## src/rtl/core/ecbj_pkg.sv

```systemverilog
// Shared types, constants and helpers for the encoder/button/joystick conditioner.
// No dependencies.
package ecbj_pkg;

    // Block parameters (defaults)
    localparam int OFF_CENTRE_LIMIT_DEF = 800;
    localparam int LONG_PRESS_MS_DEF    = 3000;

    // Fixed constants
    localparam logic [19:0] HELD_MAX    = 20'd1048575;
    localparam logic [20:0] TAP_MIN_MS  = 21'd40;
    localparam logic [20:0] HOLD_MIN_MS = 21'd500;
    localparam logic [15:0] DEAD_Q      = 16'd3932;
    localparam logic [15:0] HALF_Q      = 16'd16384;
    localparam logic [15:0] FLICK_Q     = 16'd22937;
    localparam logic [15:0] REARM_Q     = 16'd9831;
    localparam logic [15:0] ALPHA_Q     = 16'd9830;
    localparam logic [9:0]  OFF_CNT_MAX = 10'd1023;

    // Reciprocals: floor(us / 1000) = ((us >> 3) * MS_RECIP) >> 34 for us < 2^30,
    // floor(live * 32768 / 28836) = (live * LIVE_RECIP) >> 28 for live <= 28836
    localparam logic [27:0] MS_RECIP    = 28'd137438954;
    localparam logic [28:0] LIVE_RECIP  = 29'd305038599;

    // Configuration register indexes
    localparam logic [1:0] REG_ENC_STEPS = 2'd0;
    localparam logic [1:0] REG_CENTRE_X  = 2'd1;
    localparam logic [1:0] REG_CENTRE_Y  = 2'd2;
    localparam logic [1:0] REG_JOY_EN    = 2'd3;

    // Sequencer states
    typedef enum logic [3:0] {
        S_IDLE, S_ENC, S_MS, S_AX, S_LX, S_AY, S_LY, S_SMX, S_SMY, S_FIN
    } seq_state_t;

    // Divider request
    typedef struct packed {
        logic        start;
        logic [5:0]  nbits;
        logic [15:0] den;
        logic [47:0] num;   // left aligned, nbits used from the top
    } div_req_t;

    // Divider response
    typedef struct packed {
        logic        done;
        logic [47:0] quot;
        logic [16:0] rem;
    } div_rsp_t;

    // Centred axis prep
    typedef struct packed {
        logic [11:0] mag;
        logic [11:0] span;
        logic        neg;
    } axis_prep_t;

    function automatic axis_prep_t axis_prep(input logic [11:0] raw, input logic [11:0] centre);
        axis_prep_t p;
        p.neg  = raw < centre;
        p.mag  = (raw > centre) ? (raw - centre) : (centre - raw);
        p.span = (raw > centre) ? (12'd4095 - centre) : centre;
        return p;
    endfunction

endpackage

```

## src/rtl/core/ecbj_div.sv

```systemverilog
// Shared restoring divider, one quotient bit per cycle.
// Depends on ecbj_pkg.
module ecbj_div
    import ecbj_pkg::*;
(
    input  logic     clk,
    input  logic     rst_n,
    input  div_req_t req,
    output div_rsp_t rsp
);

    logic        busy_reg;
    logic [5:0]  cnt_reg;
    logic [47:0] num_reg;
    logic [47:0] quot_reg;
    logic [16:0] rem_reg;
    logic [15:0] den_reg;
    logic [16:0] trial;
    logic        ge;

    // Trial subtract
    assign trial = {rem_reg[15:0], num_reg[47]};
    assign ge    = trial >= {1'b0, den_reg};

    // Control
    always_ff @(posedge clk or negedge rst_n)
    begin
        if (!rst_n)
        begin
            busy_reg <= 1'b0;
            cnt_reg  <= '0;
        end
        else if (req.start)
        begin
            busy_reg <= 1'b1;
            cnt_reg  <= req.nbits;
        end
        else if (busy_reg)
        begin
            if (cnt_reg != '0)
                cnt_reg <= cnt_reg - 6'd1;
            else
                busy_reg <= 1'b0;
        end
    end

    // Datapath
    always_ff @(posedge clk)
    begin
        if (req.start)
        begin
            num_reg  <= req.num;
            den_reg  <= req.den;
            rem_reg  <= '0;
            quot_reg <= '0;
        end
        else if (busy_reg && cnt_reg != '0)
        begin
            rem_reg  <= ge ? (trial - {1'b0, den_reg}) : trial;
            quot_reg <= {quot_reg[46:0], ge};
            num_reg  <= {num_reg[46:0], 1'b0};
        end
    end

    assign rsp.done = busy_reg && (cnt_reg == '0);
    assign rsp.quot = quot_reg;
    assign rsp.rem  = rem_reg;

endmodule

```

## src/rtl/core/encoder_button_joystick_conditioner_top.sv

```systemverilog
// Encoder/button/joystick conditioner: sequencer and datapath around one shared divider.
// Step divide (17 bits) on every poll, then two 27-bit axis divides with the stick on, all
// on the shared bit-serial divider.
// Throughput: one poll at a time, taken again once the result is loaded and the sequencer
// is back in idle, later under output stall. Async active-low reset clears the sequencer,
// persistent state and out_valid, and loads defaults (steps 4, centres 2048, joystick off).
module encoder_button_joystick_conditioner_top
    import ecbj_pkg::*;
#(
    parameter int OFF_CENTRE_LIMIT = OFF_CENTRE_LIMIT_DEF,
    parameter int LONG_PRESS_MS    = LONG_PRESS_MS_DEF
)
(
    input  logic               clk,
    input  logic               rst_n,
    // configuration
    input  logic               cfg_write,
    input  logic [1:0]         cfg_index,
    input  logic [11:0]        cfg_data,
    // input channel
    input  logic               in_valid,
    output logic               in_stall,
    input  logic signed [15:0] encoder_delta_in,
    input  logic               boot_button,
    input  logic               encoder_button,
    input  logic               stick_button,
    input  logic [11:0]        raw_x,
    input  logic [11:0]        raw_y,
    input  logic [47:0]        time_us,
    // output channel
    output logic               out_valid,
    input  logic               out_stall,
    output logic signed [15:0] detent_steps,
    output logic               button_down,
    output logic [19:0]        held_ms,
    output logic               tap,
    output logic               hold_release,
    output logic               long_press,
    output logic               press_from_boot,
    output logic               stick_click,
    output logic               stick_present,
    output logic signed [15:0] stick_x,
    output logic signed [15:0] stick_y,
    output logic [3:0]         flicks
);

    localparam logic [9:0]  OFF_LIMIT = 10'(OFF_CENTRE_LIMIT);
    localparam logic [19:0] LONG_MS   = 20'(LONG_PRESS_MS);

    seq_state_t state_reg, state_next;
    div_req_t   dreq;
    div_rsp_t   drsp;

    // Registers and persistent state
    logic [6:0]        enc_steps_reg;
    logic [11:0]       cx_reg, cy_reg;
    logic signed [7:0] enc_rem_reg;
    logic              btn_was_reg, long_done_reg, boot_origin_reg, stick_was_reg;
    logic              active_reg;
    logic [47:0]       press_start_reg;
    logic [9:0]        off_cnt_reg;
    logic signed [15:0] sx_reg, sy_reg;
    logic [1:0]        flick_rdy_reg;

    // Per-poll working registers
    logic              acc_neg_reg, pressed_reg, prev_down_reg, click_reg, present_reg;
    logic [47:0]       elapsed_reg;
    logic [11:0]       rawx_reg, rawy_reg;
    logic              dead_reg;
    logic [14:0]       live_reg;
    logic signed [15:0] ax_reg, ay_reg, q_reg;
    logic [19:0]       held_reg;
    logic              tap_reg, hold_reg, longp_reg;

    logic accept, out_free;
    assign accept   = in_valid && !in_stall;
    assign in_stall = (state_reg != S_IDLE);
    assign out_free = !out_valid || !out_stall;

    ecbj_div u_div (.clk(clk), .rst_n(rst_n), .req(dreq), .rsp(drsp));

    // Encoder accumulate
    logic signed [16:0] acc;
    logic [16:0]        acc_mag;
    logic [6:0]         steps_eff;
    assign acc       = 17'(enc_rem_reg) + 17'(encoder_delta_in);
    assign acc_mag   = acc[16] ? 17'(-acc) : acc;
    assign steps_eff = (enc_steps_reg == '0) ? 7'd1 : enc_steps_reg;

    // Axis prep
    axis_prep_t px, py, pcur;
    assign px   = axis_prep(rawx_reg, cx_reg);
    assign py   = axis_prep(rawy_reg, cy_reg);
    assign pcur = (state_reg == S_LX || state_reg == S_AX) ? px : py;

    // Dead zone offset from the axis divide
    logic [15:0] a_q;
    logic [14:0] live;
    assign a_q  = drsp.quot[15:0];
    assign live = (a_q < DEAD_Q) ? 15'd0 : 15'(a_q - DEAD_Q);

    // Axis finish: rescale the live part by reciprocal multiply, clamp
    logic [43:0]        lq_prod;
    logic [15:0]        lq;
    logic [14:0]        lmag;
    logic signed [15:0] axis_val;
    assign lq_prod = {29'd0, live_reg} * {15'd0, LIVE_RECIP};
    assign lq      = lq_prod[43:28];
    assign lmag    = (lq > 16'd32767) ? 15'h7FFF : lq[14:0];
    always_comb
    begin
        if (dead_reg || pcur.span == '0)
            axis_val = '0;
        else if (pcur.neg)
            axis_val = -$signed({1'b0, lmag});
        else
            axis_val = $signed({1'b0, lmag});
    end

    // Encoder quotient and remainder
    logic [16:0]        qmag;
    logic signed [15:0] q_sat;
    logic signed [7:0]  r_s;
    assign qmag = drsp.quot[16:0];
    always_comb
    begin
        if (acc_neg_reg)
            q_sat = (qmag > 17'd32768) ? 16'sh8000 : 16'(-$signed(qmag));
        else
            q_sat = (qmag > 17'd32767) ? 16'sh7FFF : $signed(qmag[15:0]);
        r_s = acc_neg_reg ? 8'(-$signed({1'b0, drsp.rem[6:0]})) : $signed({1'b0, drsp.rem[6:0]});
    end

    // Press timing: microseconds to milliseconds by reciprocal multiply,
    // anything from 2^30 us up is past the held limit
    logic        el_big;
    logic [54:0] ms_prod;
    logic [20:0] ms;
    logic [19:0] held_c;
    logic        longp_c;
    assign el_big  = |elapsed_reg[47:30];
    assign ms_prod = {28'd0, elapsed_reg[29:3]} * {27'd0, MS_RECIP};
    assign ms      = ms_prod[54:34];
    assign held_c  = pressed_reg ? ((el_big || ms[20]) ? HELD_MAX : ms[19:0]) : 20'd0;
    assign longp_c = pressed_reg && !long_done_reg && (held_c >= LONG_MS);

    // Shared smoothing multiplier
    logic signed [16:0] sm_v, sm_s, sm_diff, sm_q;
    logic signed [32:0] sm_prod, sm_p;
    logic signed [15:0] sm_new;
    always_comb
    begin
        if (state_reg == S_SMX)
        begin
            sm_v = 17'(ay_reg);
            sm_s = 17'(sx_reg);
        end
        else
        begin
            sm_v = -17'(ax_reg);
            sm_s = 17'(sy_reg);
        end
    end
    assign sm_diff = sm_v - sm_s;
    assign sm_prod = 33'(sm_diff) * $signed({17'd0, ALPHA_Q});
    assign sm_p    = sm_prod + $signed({17'd0, HALF_Q});
    assign sm_q    = 17'(sm_p >>> 15);
    assign sm_new  = 16'(sm_s + sm_q);

    // Flick detection
    logic [1:0] fl_x, fl_y;
    logic [1:0] rdy_next;
    logic       off_c;
    always_comb
    begin
        rdy_next = flick_rdy_reg;
        fl_x = 2'b00;
        fl_y = 2'b00;
        if (flick_rdy_reg[0] && sx_reg > $signed({1'b0, FLICK_Q[14:0]}))
        begin
            fl_x = 2'b10;
            rdy_next[0] = 1'b0;
        end
        else if (flick_rdy_reg[0] && sx_reg < -$signed({1'b0, FLICK_Q[14:0]}))
        begin
            fl_x = 2'b01;
            rdy_next[0] = 1'b0;
        end
        else if (sx_reg < $signed({1'b0, REARM_Q[14:0]}) && sx_reg > -$signed({1'b0, REARM_Q[14:0]}))
            rdy_next[0] = 1'b1;
        if (flick_rdy_reg[1] && sy_reg > $signed({1'b0, FLICK_Q[14:0]}))
        begin
            fl_y = 2'b10;
            rdy_next[1] = 1'b0;
        end
        else if (flick_rdy_reg[1] && sy_reg < -$signed({1'b0, FLICK_Q[14:0]}))
        begin
            fl_y = 2'b01;
            rdy_next[1] = 1'b0;
        end
        else if (sy_reg < $signed({1'b0, REARM_Q[14:0]}) && sy_reg > -$signed({1'b0, REARM_Q[14:0]}))
            rdy_next[1] = 1'b1;
        off_c = (ax_reg > $signed(HALF_Q)) || (ax_reg < -$signed(HALF_Q))
             || (ay_reg > $signed(HALF_Q)) || (ay_reg < -$signed(HALF_Q));
    end

    // Sequencer: next state and divider launches
    always_comb
    begin
        state_next = state_reg;
        dreq       = '0;
        case (state_reg)
            S_IDLE:
            begin
                if (accept)
                begin
                    dreq.start = 1'b1;
                    dreq.nbits = 6'd17;
                    dreq.den   = {9'd0, steps_eff};
                    dreq.num   = {acc_mag, 31'd0};
                    state_next = S_ENC;
                end
            end
            S_ENC:
            begin
                if (drsp.done)
                    state_next = S_MS;
            end
            S_MS:
            begin
                if (present_reg)
                begin
                    dreq.start = 1'b1;
                    dreq.nbits = 6'd27;
                    dreq.den   = {4'd0, px.span};
                    dreq.num   = {px.mag, 36'd0};
                    state_next = S_AX;
                end
                else
                    state_next = S_FIN;
            end
            S_AX, S_AY:
            begin
                if (drsp.done)
                    state_next = (state_reg == S_AX) ? S_LX : S_LY;
            end
            S_LX:
            begin
                dreq.start = 1'b1;
                dreq.nbits = 6'd27;
                dreq.den   = {4'd0, py.span};
                dreq.num   = {py.mag, 36'd0};
                state_next = S_AY;
            end
            S_LY:    state_next = S_SMX;
            S_SMX:   state_next = S_SMY;
            S_SMY:   state_next = S_FIN;
            S_FIN:
            begin
                if (out_free)
                    state_next = S_IDLE;
            end
            default: state_next = S_IDLE;
        endcase
    end

    always_ff @(posedge clk or negedge rst_n)
    begin
        if (!rst_n)
            state_reg <= S_IDLE;
        else
            state_reg <= state_next;
    end

    // Configuration and persistent state
    always_ff @(posedge clk or negedge rst_n)
    begin
        if (!rst_n)
        begin
            enc_steps_reg   <= 7'd4;
            cx_reg          <= 12'd2048;
            cy_reg          <= 12'd2048;
            active_reg      <= 1'b0;
            off_cnt_reg     <= '0;
            enc_rem_reg     <= '0;
            btn_was_reg     <= 1'b0;
            long_done_reg   <= 1'b0;
            boot_origin_reg <= 1'b0;
            stick_was_reg   <= 1'b0;
            press_start_reg <= '0;
            sx_reg          <= '0;
            sy_reg          <= '0;
            flick_rdy_reg   <= 2'b11;
        end
        else
        begin
            if (cfg_write)
            begin
                case (cfg_index)
                    REG_ENC_STEPS: enc_steps_reg <= cfg_data[6:0];
                    REG_CENTRE_X:  cx_reg <= cfg_data;
                    REG_CENTRE_Y:  cy_reg <= cfg_data;
                    REG_JOY_EN:
                    begin
                        active_reg  <= cfg_data[0];
                        off_cnt_reg <= '0;
                    end
                    default: ;
                endcase
            end
            if (accept)
            begin
                btn_was_reg   <= boot_button || encoder_button;
                stick_was_reg <= stick_button;
                if ((boot_button || encoder_button) && !btn_was_reg)
                begin
                    press_start_reg <= time_us;
                    long_done_reg   <= 1'b0;
                    boot_origin_reg <= boot_button;
                end
            end
            if (state_reg == S_ENC && drsp.done)
                enc_rem_reg <= r_s;
            if (state_reg == S_MS && longp_c)
                long_done_reg <= 1'b1;
            if (state_reg == S_SMX)
                sx_reg <= sm_new;
            if (state_reg == S_SMY)
                sy_reg <= sm_new;
            if (state_reg == S_FIN && out_free && present_reg)
            begin
                flick_rdy_reg <= rdy_next;
                if (off_c)
                begin
                    if (off_cnt_reg >= OFF_LIMIT)
                        active_reg <= 1'b0;
                    if (off_cnt_reg < OFF_CNT_MAX)
                        off_cnt_reg <= off_cnt_reg + 10'd1;
                end
                else
                    off_cnt_reg <= '0;
            end
        end
    end

    // Per-poll payload
    always_ff @(posedge clk)
    begin
        if (accept)
        begin
            acc_neg_reg   <= acc[16];
            pressed_reg   <= boot_button || encoder_button;
            prev_down_reg <= btn_was_reg;
            click_reg     <= !stick_button && stick_was_reg;
            present_reg   <= active_reg;
            rawx_reg      <= raw_x;
            rawy_reg      <= raw_y;
            elapsed_reg   <= ((boot_button || encoder_button) && !btn_was_reg)
                             ? 48'd0 : (time_us - press_start_reg);
            ax_reg        <= '0;
            ay_reg        <= '0;
        end
        if (state_reg == S_ENC && drsp.done)
            q_reg <= q_sat;
        if (state_reg == S_MS)
        begin
            held_reg  <= held_c;
            longp_reg <= longp_c;
            tap_reg   <= !pressed_reg && prev_down_reg && !long_done_reg && !el_big
                         && ms >= TAP_MIN_MS && ms < HOLD_MIN_MS;
            hold_reg  <= !pressed_reg && prev_down_reg && !long_done_reg
                         && (el_big || ms >= HOLD_MIN_MS);
        end
        if ((state_reg == S_AX || state_reg == S_AY) && drsp.done)
        begin
            dead_reg <= a_q < DEAD_Q;
            live_reg <= live;
        end
        if (state_reg == S_LX)
            ax_reg <= axis_val;
        if (state_reg == S_LY)
            ay_reg <= axis_val;
    end

    // Output register
    always_ff @(posedge clk or negedge rst_n)
    begin
        if (!rst_n)
            out_valid <= 1'b0;
        else if (state_reg == S_FIN && out_free)
            out_valid <= 1'b1;
        else if (!out_stall)
            out_valid <= 1'b0;
    end

    always_ff @(posedge clk)
    begin
        if (state_reg == S_FIN && out_free)
        begin
            detent_steps    <= q_reg;
            button_down     <= pressed_reg;
            held_ms         <= held_reg;
            tap             <= tap_reg;
            hold_release    <= hold_reg;
            long_press      <= longp_reg;
            press_from_boot <= boot_origin_reg;
            stick_click     <= click_reg;
            stick_present   <= present_reg;
            stick_x         <= present_reg ? sx_reg : 16'sd0;
            stick_y         <= present_reg ? sy_reg : 16'sd0;
            flicks          <= present_reg ? {fl_y, fl_x} : 4'd0;
        end
    end

endmodule

```

## config.mk

```make
export PLATFORM = sky130hd
export DESIGN_NAME = encoder_button_joystick_conditioner_top
export DESIGN_NICKNAME = d
export VERILOG_FILES = /design/src/rtl/core/ecbj_pkg.sv /design/src/rtl/core/ecbj_div.sv /design/src/rtl/core/encoder_button_joystick_conditioner_top.sv
export SDC_FILE = /design/constraint.sdc
export NUM_CORES = 2
export LEC_CHECK = 0
export ABC_CLOCK_PERIOD_IN_PS = 13950
export BUFFER_PORTS_ARGS = -buffer_cell sky130_fd_sc_hd__buf_2
export CAP_MARGIN = 40
export CORE_AREA = 5 5 308 310
export CTS_CLUSTER_DIAMETER = 40
export CTS_CLUSTER_SIZE = 10
export DETAILED_ROUTE_END_ITERATION = 10
export DIE_AREA = 0 0 313 315
export HOLD_SLACK_MARGIN = 0.1
export PLACE_DENSITY = 0.67
export SYNTH_ARGS = -nofsm -noshare
export SYNTH_HDL_FRONTEND = slang
export SYNTH_SLANG_ARGS = --single-unit
export TNS_END_PERCENT = 20
```

## constraint.sdc

```tcl
create_clock -name clk -period 13.95 [get_ports clk]
set_input_delay 2.0925 -clock clk [delete_from_list [all_inputs] [get_ports clk]]
set_output_delay 2.0925 -clock clk [all_outputs]
set_load 0.05 [all_outputs]
```

### After elaboration in Yosys (flattened, before gate mapping)

Index checks and enable logic that the tools add are counted.

| word-level totals | value |
|---|---|
| register bits | 488 |
| latch bits | 0 |
| RAM bits | 0 |
| ROM bits | 0 |
| bits of input ports | 110 |
| logic and storage cells | 258 |
| memories kept | 0 |

| operators by class | value |
|---|---|
| add/subtract/negate cells | 20 |
| multiply operators | 3 |
| div/mod/pow operators | 0 |
| $lt $le $gt $ge | 27 |
| equality and inequality tests | 17 |
| shift-type cells | 0 |
| multiplexer cells | 65 |
| bitwise operators | 1 |
| reductions and logical operators | 71 |

Operator list:

| kind | number |
|---|---|
| one-hot mux 71 bit (3 select lines) | 1 |
| 2-to-1 mux 16 bit | 9 |
| 2-to-1 mux 71 bit | 2 |
| 2-to-1 mux 48 bit | 2 |
| > comparator 16 bit (second input constant) | 4 |
| < comparator 16 x 15 -> 1 bit (second input constant) | 4 |
| multiplier 27 x 27 -> 54 bit (second input constant) | 1 |
| 2-to-1 mux 17 bit | 3 |
| 2-to-1 mux 10 bit | 5 |
| > comparator 16 x 15 -> 1 bit (second input constant) | 3 |
| 2-to-1 mux 12 bit | 4 |
| subtractor 12 bit | 4 |
| subtractor 48 bit | 1 |
| multiplier 15 x 29 -> 44 bit (second input constant) | 1 |
| 2-to-1 mux 20 bit | 2 |
| one-hot mux 4 bit (9 select lines) | 1 |
| < comparator 16 bit (second input constant) | 2 |
| adder 31 x 16 -> 31 bit (second input constant) | 1 |
| multiplier 17 x 14 -> 30 bit (second input constant) | 1 |
| > comparator 12 bit | 2 |
| logical AND 1 bit | 24 |
| < comparator 12 bit | 2 |
| subtractor 12 bit (first input constant) | 2 |
| greater-or-equal comparator 21 x 6 -> 1 bit (second input constant) | 1 |
| other kinds (53) | 122 |

### Depth between registers and ports, before layout

| logic depth | value |
|---|---|
| word-level depth | 9 |
| depth in mapped cells | 50 |

### Hierarchy

From an unflattened synthesis, not the netlist that was laid out.

| unflattened totals | value |
|---|---|
| cells, all modules | 5269 |
| area, all modules | 51523.2 sq um |

By module, submodules not included:

| module | times used | cells each | area each (sq um) | seq. area each (sq um) |
|---|---|---|---|---|
| encoder_button_joystick_conditioner_top | 1 | 4673 | 45247.1 | 10741.6 |
| ecbj_div | 1 | 596 | 6276.0 | 3398.3 |

### Worst setup path before layout

Ideal clock, no wire load.

| timing path | value |
|---|---|
| path kind | register to register |
| start point | register state_reg[2] |
| end point | register sy_reg[15] |
| library setup time | 134 ps |
| arrival | 10771 ps |
| required time | 13816 ps |
| path slack | 3045 ps |
| cell stages (with the launch flop) | 49 |
| buffers on the path | 4 |
| clock period less this slack | 10905 ps |
| cells stage by stage | dfrtp_1 > clkbuf_1 > nand4b_1 > clkbuf_1 > buf_1 > nand2_1 > nand2_1 > ha_1 > inv_1 > fa_1 > a211oi_1 > a311oi_1 > o2111ai_1 > a31oi_1 > o41a_1 > and2_1 > o21ai_0 > nand2b_1 > [13 not listed] > ha_1 > clkbuf_1 > a21o_1 > a21o_1 > or4_1 > o221a_1 > o31a_1 > a31oi_1 > nand4_1 > xnor2_1 > ha_1 > nand2_1 > nor2_1 > a221o_1 > a31oi_1 > xnor2_1 > xnor2_1 > o21ai_1 |

| between the ends | value |
|---|---|
| longest elaborated chain between the ends | 6 |

Ends and longest elaborated chain:

| element | RTL line | text |
|---|---|---|
| start, declared | encoder_button_joystick_conditioner_top.sv:50 | `seq_state_t state_reg, state_next;` |
| start signal, assigned | encoder_button_joystick_conditioner_top.sv:272 | `state_reg <= state_next;` |
| == test 4 x 3 -> 1 bit | encoder_button_joystick_conditioner_top.sv:153 | `if (state_reg == S_SMX)` |
| 2-to-1 mux 17 bit | encoder_button_joystick_conditioner_top.sv:153 |  |
| subtractor 17 bit | encoder_button_joystick_conditioner_top.sv:164 | `assign sm_diff = sm_v - sm_s;` |
| multiplier 17 x 14 -> 30 bit | encoder_button_joystick_conditioner_top.sv:165 | `assign sm_prod = 33'(sm_diff) * $signed({17'd0, ALPHA_Q});` |
| adder 31 x 16 -> 31 bit | encoder_button_joystick_conditioner_top.sv:166 | `assign sm_p = sm_prod + $signed({17'd0, HALF_Q});` |
| adder 16 bit | encoder_button_joystick_conditioner_top.sv:168 | `assign sm_new = 16'(sm_s + sm_q);` |
| end signal, assigned | encoder_button_joystick_conditioner_top.sv:329 | `sy_reg <= sm_new;` |
| end, declared | encoder_button_joystick_conditioner_top.sv:62 | `logic signed [15:0] sx_reg, sy_reg;` |

Several ways; a longest one is shown, not always the timed one.
A chain may end at the register's enable or synchronous reset.

### Worst setup path in the final report

| timing path | value |
|---|---|
| start point | register state_reg[3] |
| end point | register sx_reg[15] |

| between the ends | value |
|---|---|
| longest elaborated chain between the ends | 6 |

Ends and longest elaborated chain:

| element | RTL line | text |
|---|---|---|
| == test 4 x 3 -> 1 bit * | encoder_button_joystick_conditioner_top.sv:153, encoder_button_joystick_conditioner_top.sv:326 |  |
| 2-to-1 mux 17 bit | encoder_button_joystick_conditioner_top.sv:153 |  |
| subtractor 17 bit | encoder_button_joystick_conditioner_top.sv:164 |  |
| multiplier 17 x 14 -> 30 bit | encoder_button_joystick_conditioner_top.sv:165 |  |
| adder 31 x 16 -> 31 bit | encoder_button_joystick_conditioner_top.sv:166 |  |
| adder 16 bit | encoder_button_joystick_conditioner_top.sv:168 |  |
| end signal, assigned | encoder_button_joystick_conditioner_top.sv:327 | `sx_reg <= sm_new;` |
| end, declared | encoder_button_joystick_conditioner_top.sv:62 |  |

Mark *: on every way between the ends. The rest lies on a longest branch, timed or not.

==> impl_metrics.json <==
{
  "synthFlopType": "edfxtp_1",
  "cts_buffers": 75,
  "drtIter0Drc": 2257,
  "dieHeight_microns": 315,
  "grt_first_pass_wirelength_microns": 192000,
  "grt_max_degree": 72,
  "grt_use_total": 0.243,
  "postSynthCellCount": 5002,
  "post_drt_via_cell_ratio": 5.53,
  "route.vias.total": 35703,
  "critPathRequiredTime_ns": 14.45,
  "rsz0062_at_grt": "false",
  "crit_fanout": 71,
  "insertion_delay_ns": 0.65,
  "grt_pass1_vias": 36635,
  "outcome": "finished, final reports clean",
  "cts_max_path_buffers": 3,
  "clock_sinks": 450,
  "final.setup_skew_ns": 0.0297,
  "endpoint_kind": "flip-flop",
  "fmax_mhz": 84.4,
  "first_pass_iters": 5,
  "place_area_sq_um": 50700,
  "worst_pin_slew_ns": 0.886,
  "wl_microns": 119000,
  "clk_pin_slew_worst_paths_ns": 0.05,
  "fin_setup_tns_ns": 0,
  "path_class": "flip-flop to flip-flop",
  "synth_cell_type_count": 94,
  "die_x_microns": 313,
  "fin_crit_sh": 0.850,
  "post-cts-setup-buffers": 0,
  "yosysSeqAreaShare": 0.258,
  "crit_path_max_incr_delay_ns": 0.64,
  "async_flop_share": 0.329,
  "hold_buffers": 0,
  "maxCapViolCount": 0,
  "setup_ws_ns": 2.10,
  "finalSetupViolCount": 0,
  "place_hpwl_microns": 96800,
  "wl_per_cell_microns": 18.4,
  "r2r_cells": 47,
  "crit_path_start": "state_reg[3]$_DFFE_PN0P_",
  "hold_path_depth": 0,
  "r2r_start": "state_reg[3]$_DFFE_PN0P_",
  "design_area_sq_um": 53300,
  "grt_remaining_overflow": 0,
  "synth-seq-cells": 450,
  "largest_reg_flops": 48,
  "rows": 111,
  "dieArea_sq_um": 98600,
  "critPathArrivalTime_ns": 12.35,
  "crit_path_top_delay_cell": "dfrtp_1",
  "portBuffers": 190,
  "yosys_warnings": 0,
  "grt_antenna_before_repair": 7,
  "synth_edf_count": 269,
  "syn-cell-area_sq_um": 48300,
  "cts_resized": 0,
  "syn_nets": 6259,
  "slew_violations": 0,
  "drc": 0,
  "cts_tree": "done",
  "hold_violations": 0,
  "cts_root_buf": "clkbuf_16",
  "layout_commonest_cell": "inv_1",
  "cts.htree.levels": 3,
  "area_growth_pct": 10.4,
  "fin_crit_ns": 11.85,
  "ant_nets": 0,
  "pre_cts_ws_ns": 2.19,
  "min_path_type": "flip-flop to flip-flop",
  "slew_headroom": 0.394,
  "final_cell_mix": "inv_1, ha_1, fa_1, nand2_1, nor2_1",
  "worstSetupStartpointType": "flip-flop",
  "hp-start": "held_reg[2]$_DFFE_PP_",
  "nets": 6457,
  "drive_gt1_frac": 0.0903,
  "ios": 191,
  "place.gp.congestion": 0.939,
  "core_sq_um": 91400,
  "start_util": 0.529,
  "avgSynthCellArea_sq_um": 9.66
}
[worst max-delay path: cells and delay by family, from the launching register on]
kind | cells | cell delay, ns
fa+ha+maj | 9 | 3.45
compound gates | 15 | 3.25
simple gates | 12 | 2.24
xor+xnor | 5 | 1.22
buf+inv | 6 | 0.86
flops | 1 | 0.64
[through the flow]
step	utilization	hold slack [ns]	cells
5_1_grt	0.583	0.419	6452
4_1_cts	0.583	0.415	6448
3_5_place_dp	0.555	0.405	6308
6_report	0.584	0.415	6455
2_1_floorplan	-	0.400	5002
3_3_place_gp	0.553	0.401	6298
[area by class of cell]
| cell class | count | area [sq um] |
|---|---|---|
| flip-flops and latches | 450 | 12400 |
| clock inverters | 41 | 562 |
| repair buffers | 220 | 1240 |
| well taps | 1186 | 1480 |
| diodes | 6 | 15.0 |
| multi-input cells | 3499 | 31900 |
| inverters | 954 | 3580 |
| fillers | 8003 | 38100 |
| clock buffers | 99 | 2050 |
[cell usage after synthesis (all sizes together), types with 26 or more instances]
cell	n	area (sq um)
inv	952	3570
ha	737	9220
fa	410	8210
nand2	318	1190
nor2	297	1110
edfxtp	269	8080
a21oi	262	1320
o21ai	210	1050
xnor2	159	1390
dfrtp	143	3580
a21o	106	796
mux2	92	1040
xor2	87	762
clkbuf	86	323
nor3	72	365
nand3	68	350
and2	62	388
o21a	43	323
nand4	42	263
nor2b	39	244
nor4	38	244
dfxtp	33	661
a211oi	29	223
mux2i	27	270
or3	26	163
[kinds of logic after synthesis]
family,synth area share
flip-flops,0.258
AO/OA/AOI/OAI,0.121
multiplexers,0.0270
AND/OR/NAND/NOR,0.107
XOR/XNOR,0.0451
buffers and inverters,0.0819
adder cells (fa/ha/maj),0.361
[worst paths after layout]
kind	slack, ns	to
max reg2reg	2.10	sx_reg[15]$_DFFE_PN0N_
min reg2reg	0.42	held_ms[2]$_DFFE_PP_
max	2.10	sx_reg[15]$_DFFE_PN0N_
min in group asynchronous	1.36	cx_reg[7]$_DFFE_PN0P_
max in group asynchronous	10.87	press_start_reg[6]$_DFFE_PN0P_
min	0.42	held_ms[2]$_DFFE_PP_
[per-layer routing]
metal,share of wire,vias to the layer above,track usage
met5,0,-,0
met1,0.43,17292,0.316
met2,0.48,838,0.414
li1,-,17360,-
met4,0.033,0,0.0819
met3,0.052,213,0.0400
Power is left out: the tool's default activity adds up to more than one toggle a clock period on the data nets, which glitch-free logic cannot reach.
